`src/design/esc_pkg.sv`:
```
// shared types, register codes and reset values for the drive mode tracker
package esc_pkg;

  localparam int unsigned CFG_INDEX_W = 3;
  localparam int unsigned CFG_DATA_W  = 16;
  localparam int unsigned LEVEL_W     = 16;
  localparam int unsigned COUNT_W     = 16;
  localparam int unsigned IN_DATA_W   = 72;
  localparam int unsigned OUT_DATA_W  = 8;

  typedef enum logic [CFG_INDEX_W-1:0] {
    CFG_NEUTRAL_ENTER   = 3'd0,
    CFG_NEUTRAL_LEAVE   = 3'd1,
    CFG_CONTROLLER_MODE = 3'd2,
    CFG_DISARM_TICKS    = 3'd3,
    CFG_FWD_AUTOBRAKE   = 3'd4,
    CFG_REV_AUTOBRAKE   = 3'd5
  } cfg_index_t;

  typedef enum logic [1:0] {
    MODE_FWD_BRAKE_REV = 2'd0,
    MODE_TIMEOUT       = 2'd1,
    MODE_FWD_BRAKE     = 2'd2,
    MODE_FWD_REV       = 2'd3
  } ctrl_mode_t;

  localparam logic [LEVEL_W-1:0] RST_NEUTRAL_ENTER = 16'd10;
  localparam logic [LEVEL_W-1:0] RST_NEUTRAL_LEAVE = 16'd8;
  localparam logic [COUNT_W-1:0] RST_DISARM_TICKS  = 16'd200;
  localparam logic [COUNT_W-1:0] COUNT_ONE         = 16'd1;

  typedef struct packed {
    logic [LEVEL_W-1:0] neutral_enter_level;
    logic [LEVEL_W-1:0] neutral_leave_level;
    ctrl_mode_t         controller_mode;
    logic [COUNT_W-1:0] disarm_ticks;
    logic               forward_autobrake_on;
    logic               reverse_autobrake_on;
  } cfg_t;

  typedef struct packed {
    logic               tick;
    logic               sample_valid;
    logic [LEVEL_W-1:0] throttle_magnitude;
    logic               throttle_negative;
    logic [COUNT_W-1:0] forward_brake_time;
    logic [COUNT_W-1:0] reverse_brake_time;
    logic [COUNT_W-1:0] reverse_hold_time;
  } item_t;

  typedef struct packed {
    logic               forward_flag;
    logic               reverse_flag;
    logic               brake_flag;
    logic               brake_armed_flag;
    logic               use_enter_level;
    logic               disarm_active;
    logic               autobrake_active;
    logic               autoreverse_active;
    logic [COUNT_W-1:0] disarm_count;
    logic [COUNT_W-1:0] autobrake_count;
    logic [COUNT_W-1:0] autoreverse_count;
  } track_state_t;

endpackage

```
`src/design/esc_cfg_regs.sv`:
```
// configuration register file for the drive mode tracker
module esc_cfg_regs (
  input  logic                           clk,
  input  logic                           rst,
  input  logic                           cfg_we,
  input  logic [esc_pkg::CFG_INDEX_W-1:0] cfg_index,
  input  logic [esc_pkg::CFG_DATA_W-1:0]  cfg_data,
  output esc_pkg::cfg_t                  cfg
);
  import esc_pkg::*;

  always_ff @(posedge clk) begin
    if (rst) begin
      cfg.neutral_enter_level  <= RST_NEUTRAL_ENTER;
      cfg.neutral_leave_level  <= RST_NEUTRAL_LEAVE;
      cfg.controller_mode      <= MODE_FWD_BRAKE_REV;
      cfg.disarm_ticks         <= RST_DISARM_TICKS;
      cfg.forward_autobrake_on <= 1'b0;
      cfg.reverse_autobrake_on <= 1'b0;
    end else if (cfg_we) begin
      case (cfg_index_t'(cfg_index))
        CFG_NEUTRAL_ENTER:   cfg.neutral_enter_level  <= cfg_data[LEVEL_W-1:0];
        CFG_NEUTRAL_LEAVE:   cfg.neutral_leave_level  <= cfg_data[LEVEL_W-1:0];
        CFG_CONTROLLER_MODE: cfg.controller_mode      <= ctrl_mode_t'(cfg_data[1:0]);
        CFG_DISARM_TICKS:    cfg.disarm_ticks         <= cfg_data[COUNT_W-1:0];
        CFG_FWD_AUTOBRAKE:   cfg.forward_autobrake_on <= cfg_data[0];
        CFG_REV_AUTOBRAKE:   cfg.reverse_autobrake_on <= cfg_data[0];
        default: ;
      endcase
    end
  end

endmodule

```
`src/design/esc_step.sv`:
```
// next-state logic: tick timers, then classify the throttle sample
module esc_step (
  input  esc_pkg::cfg_t        cfg,
  input  esc_pkg::item_t       item,
  input  esc_pkg::track_state_t cur,
  output esc_pkg::track_state_t nxt
);
  import esc_pkg::*;

  always_comb begin
    logic [LEVEL_W-1:0] level;
    nxt = cur;

    // timers count down first; reaching zero clears their flags
    if (item.tick) begin
      if (nxt.disarm_active) begin
        nxt.disarm_count = nxt.disarm_count - COUNT_ONE;
        if (nxt.disarm_count == '0) begin
          nxt.disarm_active    = 1'b0;
          nxt.brake_armed_flag = 1'b0;
        end
      end
      if (nxt.autobrake_active) begin
        nxt.autobrake_count = nxt.autobrake_count - COUNT_ONE;
        if (nxt.autobrake_count == '0) begin
          nxt.autobrake_active = 1'b0;
          nxt.brake_flag       = 1'b0;
        end
      end
      if (nxt.autoreverse_active) begin
        nxt.autoreverse_count = nxt.autoreverse_count - COUNT_ONE;
        if (nxt.autoreverse_count == '0) begin
          nxt.autoreverse_active = 1'b0;
          nxt.reverse_flag       = 1'b0;
        end
      end
    end

    level = nxt.use_enter_level ? cfg.neutral_enter_level : cfg.neutral_leave_level;

    if (item.sample_valid) begin
      if (item.throttle_magnitude < level) begin
        // neutral
        nxt.use_enter_level = 1'b1;
        if (nxt.forward_flag) begin
          nxt.forward_flag = 1'b0;
          if (cfg.controller_mode == MODE_TIMEOUT) begin
            nxt.disarm_active = 1'b1;
            nxt.disarm_count  = cfg.disarm_ticks;
          end
          if (cfg.forward_autobrake_on) begin
            nxt.brake_flag       = 1'b1;
            nxt.autobrake_active = 1'b1;
            nxt.autobrake_count  = item.forward_brake_time;
          end
        end else if (nxt.reverse_flag) begin
          if (!nxt.autoreverse_active) begin
            nxt.autoreverse_active = 1'b1;
            nxt.autoreverse_count  = item.reverse_hold_time;
            if (cfg.reverse_autobrake_on) begin
              nxt.brake_flag       = 1'b1;
              nxt.autobrake_active = 1'b1;
              nxt.autobrake_count  = item.reverse_brake_time;
            end
          end
        end else if (nxt.brake_flag && !nxt.autobrake_active) begin
          nxt.brake_armed_flag = 1'b0;
          nxt.brake_flag       = 1'b0;
        end
      end else begin
        // driving
        nxt.use_enter_level  = 1'b0;
        nxt.autobrake_active = 1'b0;
        nxt.disarm_active    = 1'b0;
        if (item.throttle_negative) begin
          if (cfg.controller_mode == MODE_FWD_BRAKE || nxt.brake_armed_flag) begin
            nxt.brake_flag   = 1'b1;
            nxt.forward_flag = 1'b0;
            nxt.reverse_flag = 1'b0;
          end else begin
            nxt.reverse_flag       = 1'b1;
            nxt.brake_flag         = 1'b0;
            nxt.forward_flag       = 1'b0;
            nxt.autoreverse_active = 1'b0;
          end
        end else begin
          nxt.forward_flag = 1'b1;
          nxt.reverse_flag = 1'b0;
          nxt.brake_flag   = 1'b0;
          if (cfg.controller_mode != MODE_FWD_REV) nxt.brake_armed_flag = 1'b1;
        end
      end
    end
  end

endmodule

```
`src/design/esc_drive_mode_tracker_core.sv`:
```
// top level of the drive mode tracker: input stage, state, result register
// Drive mode tracker for a speed controller. Each input transaction carries an
// optional tick and an optional throttle sample together with the random
// auto brake and auto reverse durations; each one yields exactly one output
// transaction with the forward, reverse and brake flags after the update. The
// tick is applied first (all three countdown timers step together), then the
// sample is classed against the hysteresis level in force. A transaction is
// registered on entry; once the result register is free, the state update
// and the result register load happen together. One transaction is accepted
// every cycle while the output does not stall; the state update loop is what
// sets that rate. While a finished result waits, the input stays ready only
// if the input stage is empty. Write registers via cfg_we/cfg_index/cfg_data
// (no read-back) only while idle; the block itself does not enforce it.
module esc_drive_mode_tracker_core (
  input  logic                             clk,
  input  logic                             rst,
  // configuration write port
  input  logic                             cfg_we,
  input  logic [esc_pkg::CFG_INDEX_W-1:0]  cfg_index,
  input  logic [esc_pkg::CFG_DATA_W-1:0]   cfg_data,
  // input stream
  input  logic                             s_tvalid,
  output logic                             s_tready,
  // tick[0], throttle_magnitude[16:1], throttle_negative[17],
  // forward_brake_time[33:18], reverse_brake_time[49:34],
  // reverse_hold_time[65:50], zero pad[71:66]
  input  logic [esc_pkg::IN_DATA_W-1:0]    s_tdata,
  // sample_valid
  input  logic                             s_tuser,
  // output stream
  output logic                             m_tvalid,
  input  logic                             m_tready,
  // going_forward[0], going_reverse[1], brake_on[2], zero pad[7:3]
  output logic [esc_pkg::OUT_DATA_W-1:0]   m_tdata
);
  import esc_pkg::*;

  cfg_t         cfg;
  item_t        item;
  logic         item_valid;
  track_state_t state;
  track_state_t state_next;
  logic         out_free;
  logic         advance;

  esc_cfg_regs u_cfg (
    .clk       (clk),
    .rst       (rst),
    .cfg_we    (cfg_we),
    .cfg_index (cfg_index),
    .cfg_data  (cfg_data),
    .cfg       (cfg)
  );

  // result register can take a new value when empty or being drained
  assign out_free = !m_tvalid || m_tready;
  assign advance  = item_valid && out_free;
  assign s_tready = !item_valid || out_free;

  // input stage
  always_ff @(posedge clk) begin
    if (rst) begin
      item_valid <= 1'b0;
    end else if (s_tready) begin
      item_valid <= s_tvalid;
    end
  end

  always_ff @(posedge clk) begin
    if (s_tready && s_tvalid) begin
      item.tick               <= s_tdata[0];
      item.sample_valid       <= s_tuser;
      item.throttle_magnitude <= s_tdata[16:1];
      item.throttle_negative  <= s_tdata[17];
      item.forward_brake_time <= s_tdata[33:18];
      item.reverse_brake_time <= s_tdata[49:34];
      item.reverse_hold_time  <= s_tdata[65:50];
    end
  end

  esc_step u_step (
    .cfg  (cfg),
    .item (item),
    .cur  (state),
    .nxt  (state_next)
  );

  // tracker state, updated once per transaction
  always_ff @(posedge clk) begin
    if (rst) begin
      state <= '{use_enter_level: 1'b1, default: '0};
    end else if (advance) begin
      state <= state_next;
    end
  end

  // result register
  always_ff @(posedge clk) begin
    if (rst) begin
      m_tvalid <= 1'b0;
    end else if (out_free) begin
      m_tvalid <= item_valid;
    end
  end

  always_ff @(posedge clk) begin
    if (advance) begin
      m_tdata <= {{(OUT_DATA_W-3){1'b0}}, state_next.brake_flag,
                  state_next.reverse_flag, state_next.forward_flag};
    end
  end

endmodule

```
`config.mk`:
```
export PLATFORM = sky130hd
export DESIGN_NAME = esc_drive_mode_tracker_core
export DESIGN_NICKNAME = d
export VERILOG_FILES = /design/src/design/esc_pkg.sv /design/src/design/esc_cfg_regs.sv /design/src/design/esc_step.sv /design/src/design/esc_drive_mode_tracker_core.sv
export SDC_FILE = /design/constraint.sdc
export NUM_CORES = 1
export LEC_CHECK = 0
export BUFFER_PORTS_ARGS = -buffer_cell sky130_fd_sc_hd__buf_2
export CAP_MARGIN = 40
export CORE_MARGIN = 2
export CORE_UTILIZATION = 59
export DETAILED_ROUTE_END_ITERATION = 7
export PLACE_DENSITY_LB_ADDON = 0.08
export RECOVER_POWER = 50
export SYNTH_ARGS = -nofsm -noshare
export SYNTH_HDL_FRONTEND = slang
export SYNTH_SLANG_ARGS = --single-unit
```
`constraint.sdc`:
```
create_clock -name clk -period 4.6 [get_ports clk]
set_input_delay 0.69 -clock clk [delete_from_list [all_inputs] [get_ports clk]]
set_output_delay 0.69 -clock clk [all_outputs]
set_load 0.01 [all_outputs]
```
==> impl_metrics.tcl <==
set metrics [dict create \
    relSlewSlack_pct -85.1 \
    htreeDepth 4 \
    cp_top_family "compound AO/OA/AOI/OAI gates" \
    io_buffers 95 \
    violations "max-capacitance violations, max-slew violations" \
    arrival_ps 4410 \
    cp.required_ps 4950 \
    dr.first_iter.drc_count 671 \
    grt_pass1_wl_um 35600 \
    core_area_mm2 0.0153 \
    hp-class "in2reg" \
    cp_cell_sequence "mux2i_1 > ha_1 > a211o_1 > a221o_1 > o21ai_1 > nand4_1 > a21oi_1 > nor2_1 > a211oi_1" \
    vias 7831 \
    post_cts_buffers 0 \
    crit_path_top_delay_cell "a21oi_1" \
    route.detailed.drc 0 \
    setup_viol 0 \
    cts_tree "done" \
    syn-cell-area_mm2 0.00924 \
    synth-async-reset-ratio_pct 0 \
    rsz0062_at_grt "no" \
    path_clk_slew_ps 70 \
    drive_gt1_share_pct 13.5 \
    antenna_found_initial 0 \
    fin_ws_ps 540 \
    drv_slew 86 \
    path_buf_inv 0 \
    synth_warnings 0 \
    power_mw 3.42 \
    rows 45 \
    cts_root_buf "clkbuf_16" \
    crit_path_end_kind "flip-flop" \
    synth_top_cell_area_share_pct 23.8 \
    ys_seq_area_share_pct 46.6 \
    io_pins 107 \
    finalWeightedCongestion 0.895 \
    track_usage_pct 27.2 \
    synth_edf_count 70 \
    fmax_mhz 246 \
    grt_pass1_vias 6978 \
    cts_hold_buf 0 \
    die_area_mm2 0.0167 \
    initial_core_util_pct 60.6 \
    period_share_pct 88.3 \
    dp_worst_setup_slack_ps 612 \
    final_nets 1208 \
    totalWireLength_um 22400 \
    final.min_clock_period_ps 4060 \
    dr.pass1.iters 5 \
    grt_max_degree 61 \
    status "finished, violations left" \
    dp_hpwl_um 15300 \
    p_leak_nw 3.84 \
    setup_tns_ps 0 \
    clockBufferDepth 2 \
    layout_commonest_cell "nand2_1" \
    antenna_left 0 \
    cts_sinks 180 \
    p_per_area_mw_per_mm2 332 \
    yosys.area.top_type "dfxtp_1" \
    drv_cap 2 \
    irDropWorstVdd_mv 0.266 \
    tightest_slew_ps 2780 \
    ys_ff_latch 180 \
    cts_resized 0 \
    path_max_fanout 15 \
    via_per_inst 5.96 \
    syn2layout_area_growth_pct 11.5 \
    whs_ps 420 \
    crit_path_start_kind "flip-flop" \
    post_drt_wl_per_cell_um 17.1 \
    numCtsBuffers 17 \
    ys.flop_type "dfxtp_1" \
    worstSkewPairLatency_ps 440 \
    path_class "reg2reg" \
    grt_overflow_total 0 \
    yosysUniqueCellTypes 86 \
    skew_ps 9.75 \
    num_antenna_cells 0 \
    finalHoldViolCount 0 \
    die_w_um 129 \
    slowest_delay_ps 770 \
    final_cell_mix "162 x nand2_1, 110 x dfxtp_1, 95 x a21oi_1" \
    die_h_um 129 \
    ys_top_cells_by_area "dfxtp_1 24%, edfxtp_1 23%, nand2_1 6.6%" \
    postSynthCellCount 1038 \
    avgSynthCellArea_um2 8.90 \
]
==> path summary, 6_finish.rpt <==
kind | cells after the start | slack [ps] | startpoint | end
setup / recovery | 9 | 540 | state[51] | state[33]
hold / removal | 1 | 420 | s_tdata[7] | item[55]
setup reg to reg | 9 | 540 | state[51] | state[33]
hold reg to reg | 2 | 450 | u_cfg.cfg[12] | u_cfg.cfg[12]
==> synth_stat cells (all sizes together), types with 10 or more instances <==
| cell type | count |
|---|---|
| a211oi | 15 |
| a21oi | 95 |
| buf | 22 |
| clkbuf | 54 |
| dfxtp | 110 |
| edfxtp | 70 |
| ha | 21 |
| inv | 29 |
| mux2i | 22 |
| nand2 | 162 |
| nand3 | 35 |
| nand3b | 10 |
| nand4 | 12 |
| nor2 | 81 |
| nor3 | 41 |
| nor4 | 13 |
| o21ai | 45 |
| o32ai | 10 |
| xnor2 | 14 |
==> metrics by stage <==
stage | std cells | cell area, um2 | util, %
finish | 1314 | 10300 | 67.5
global route | 1314 | 10300 | 67.5
CTS | 1314 | 10300 | 67.7
detailed placement | 1282 | 9770 | 64.0
global placement | 1281 | 9750 | 63.9
floorplan | 1042 | 9260 | -
==> cell type report <==
| class | count | area [um2] |
|---|---|---|
| tap | 211 | 264 |
| clock buffer | 23 | 500 |
| multi-input combinational | 756 | 4510 |
| sequential | 180 | 4300 |
| timing repair buffer | 105 | 549 |
| clock inverter | 9 | 63.8 |
| fill | 1263 | 4950 |
| inverter | 30 | 113 |
==> cell families (layout without fill, tap and decap cells) <==
kind of cell	after synthesis	count (layout)	share of synthesized area (%)
XOR/XNOR	18	18	1.71
adder cells (fa/ha/maj)	21	21	2.84
AND/OR/NAND/NOR	414	414	21.6
flip-flops	180	180	46.6
AO/OA/AOI/OAI	273	273	19.7
multiplexers	25	25	2.75
other	1	5	0.0406
buffers and inverters	106	167	4.83
==> routing by layer <==
layer  routed length [um]  vias to the layer above  global-route usage [%]
met5                    0                        -                       0
met4                  462                        0                    8.57
met3                 1380                       40                    4.91
met2                10000                      268                    41.4
met1                10600                     3630                    39.5
li1                     -                     3893                       -
==> where the power goes <==
part	total (mW)	internal [mW]	switching, mW
clock network	1.40	0.775	0.625
logic	0.270	0.102	0.168
registers	1.75	1.72	0.0343
==> state kept, by name, indices dropped and copies added (netlist names) <==
name and cells:
item_valid 1, state 56, item 67, u_cfg.cfg 52
m_tvalid 1, m_tdata 3
==> worst register-to-register path: cells and delay by family, from the launching register on <==
family | cells | cell delay [ps]
AO/OA/AOI/OAI | 5 | 1980
adder cells (fa/ha/maj) | 1 | 290
flip-flops | 1 | 680
multiplexers | 1 | 330
AND/OR/NAND/NOR | 2 | 690
No activity file was read; power rests on OpenSTA's default activity.
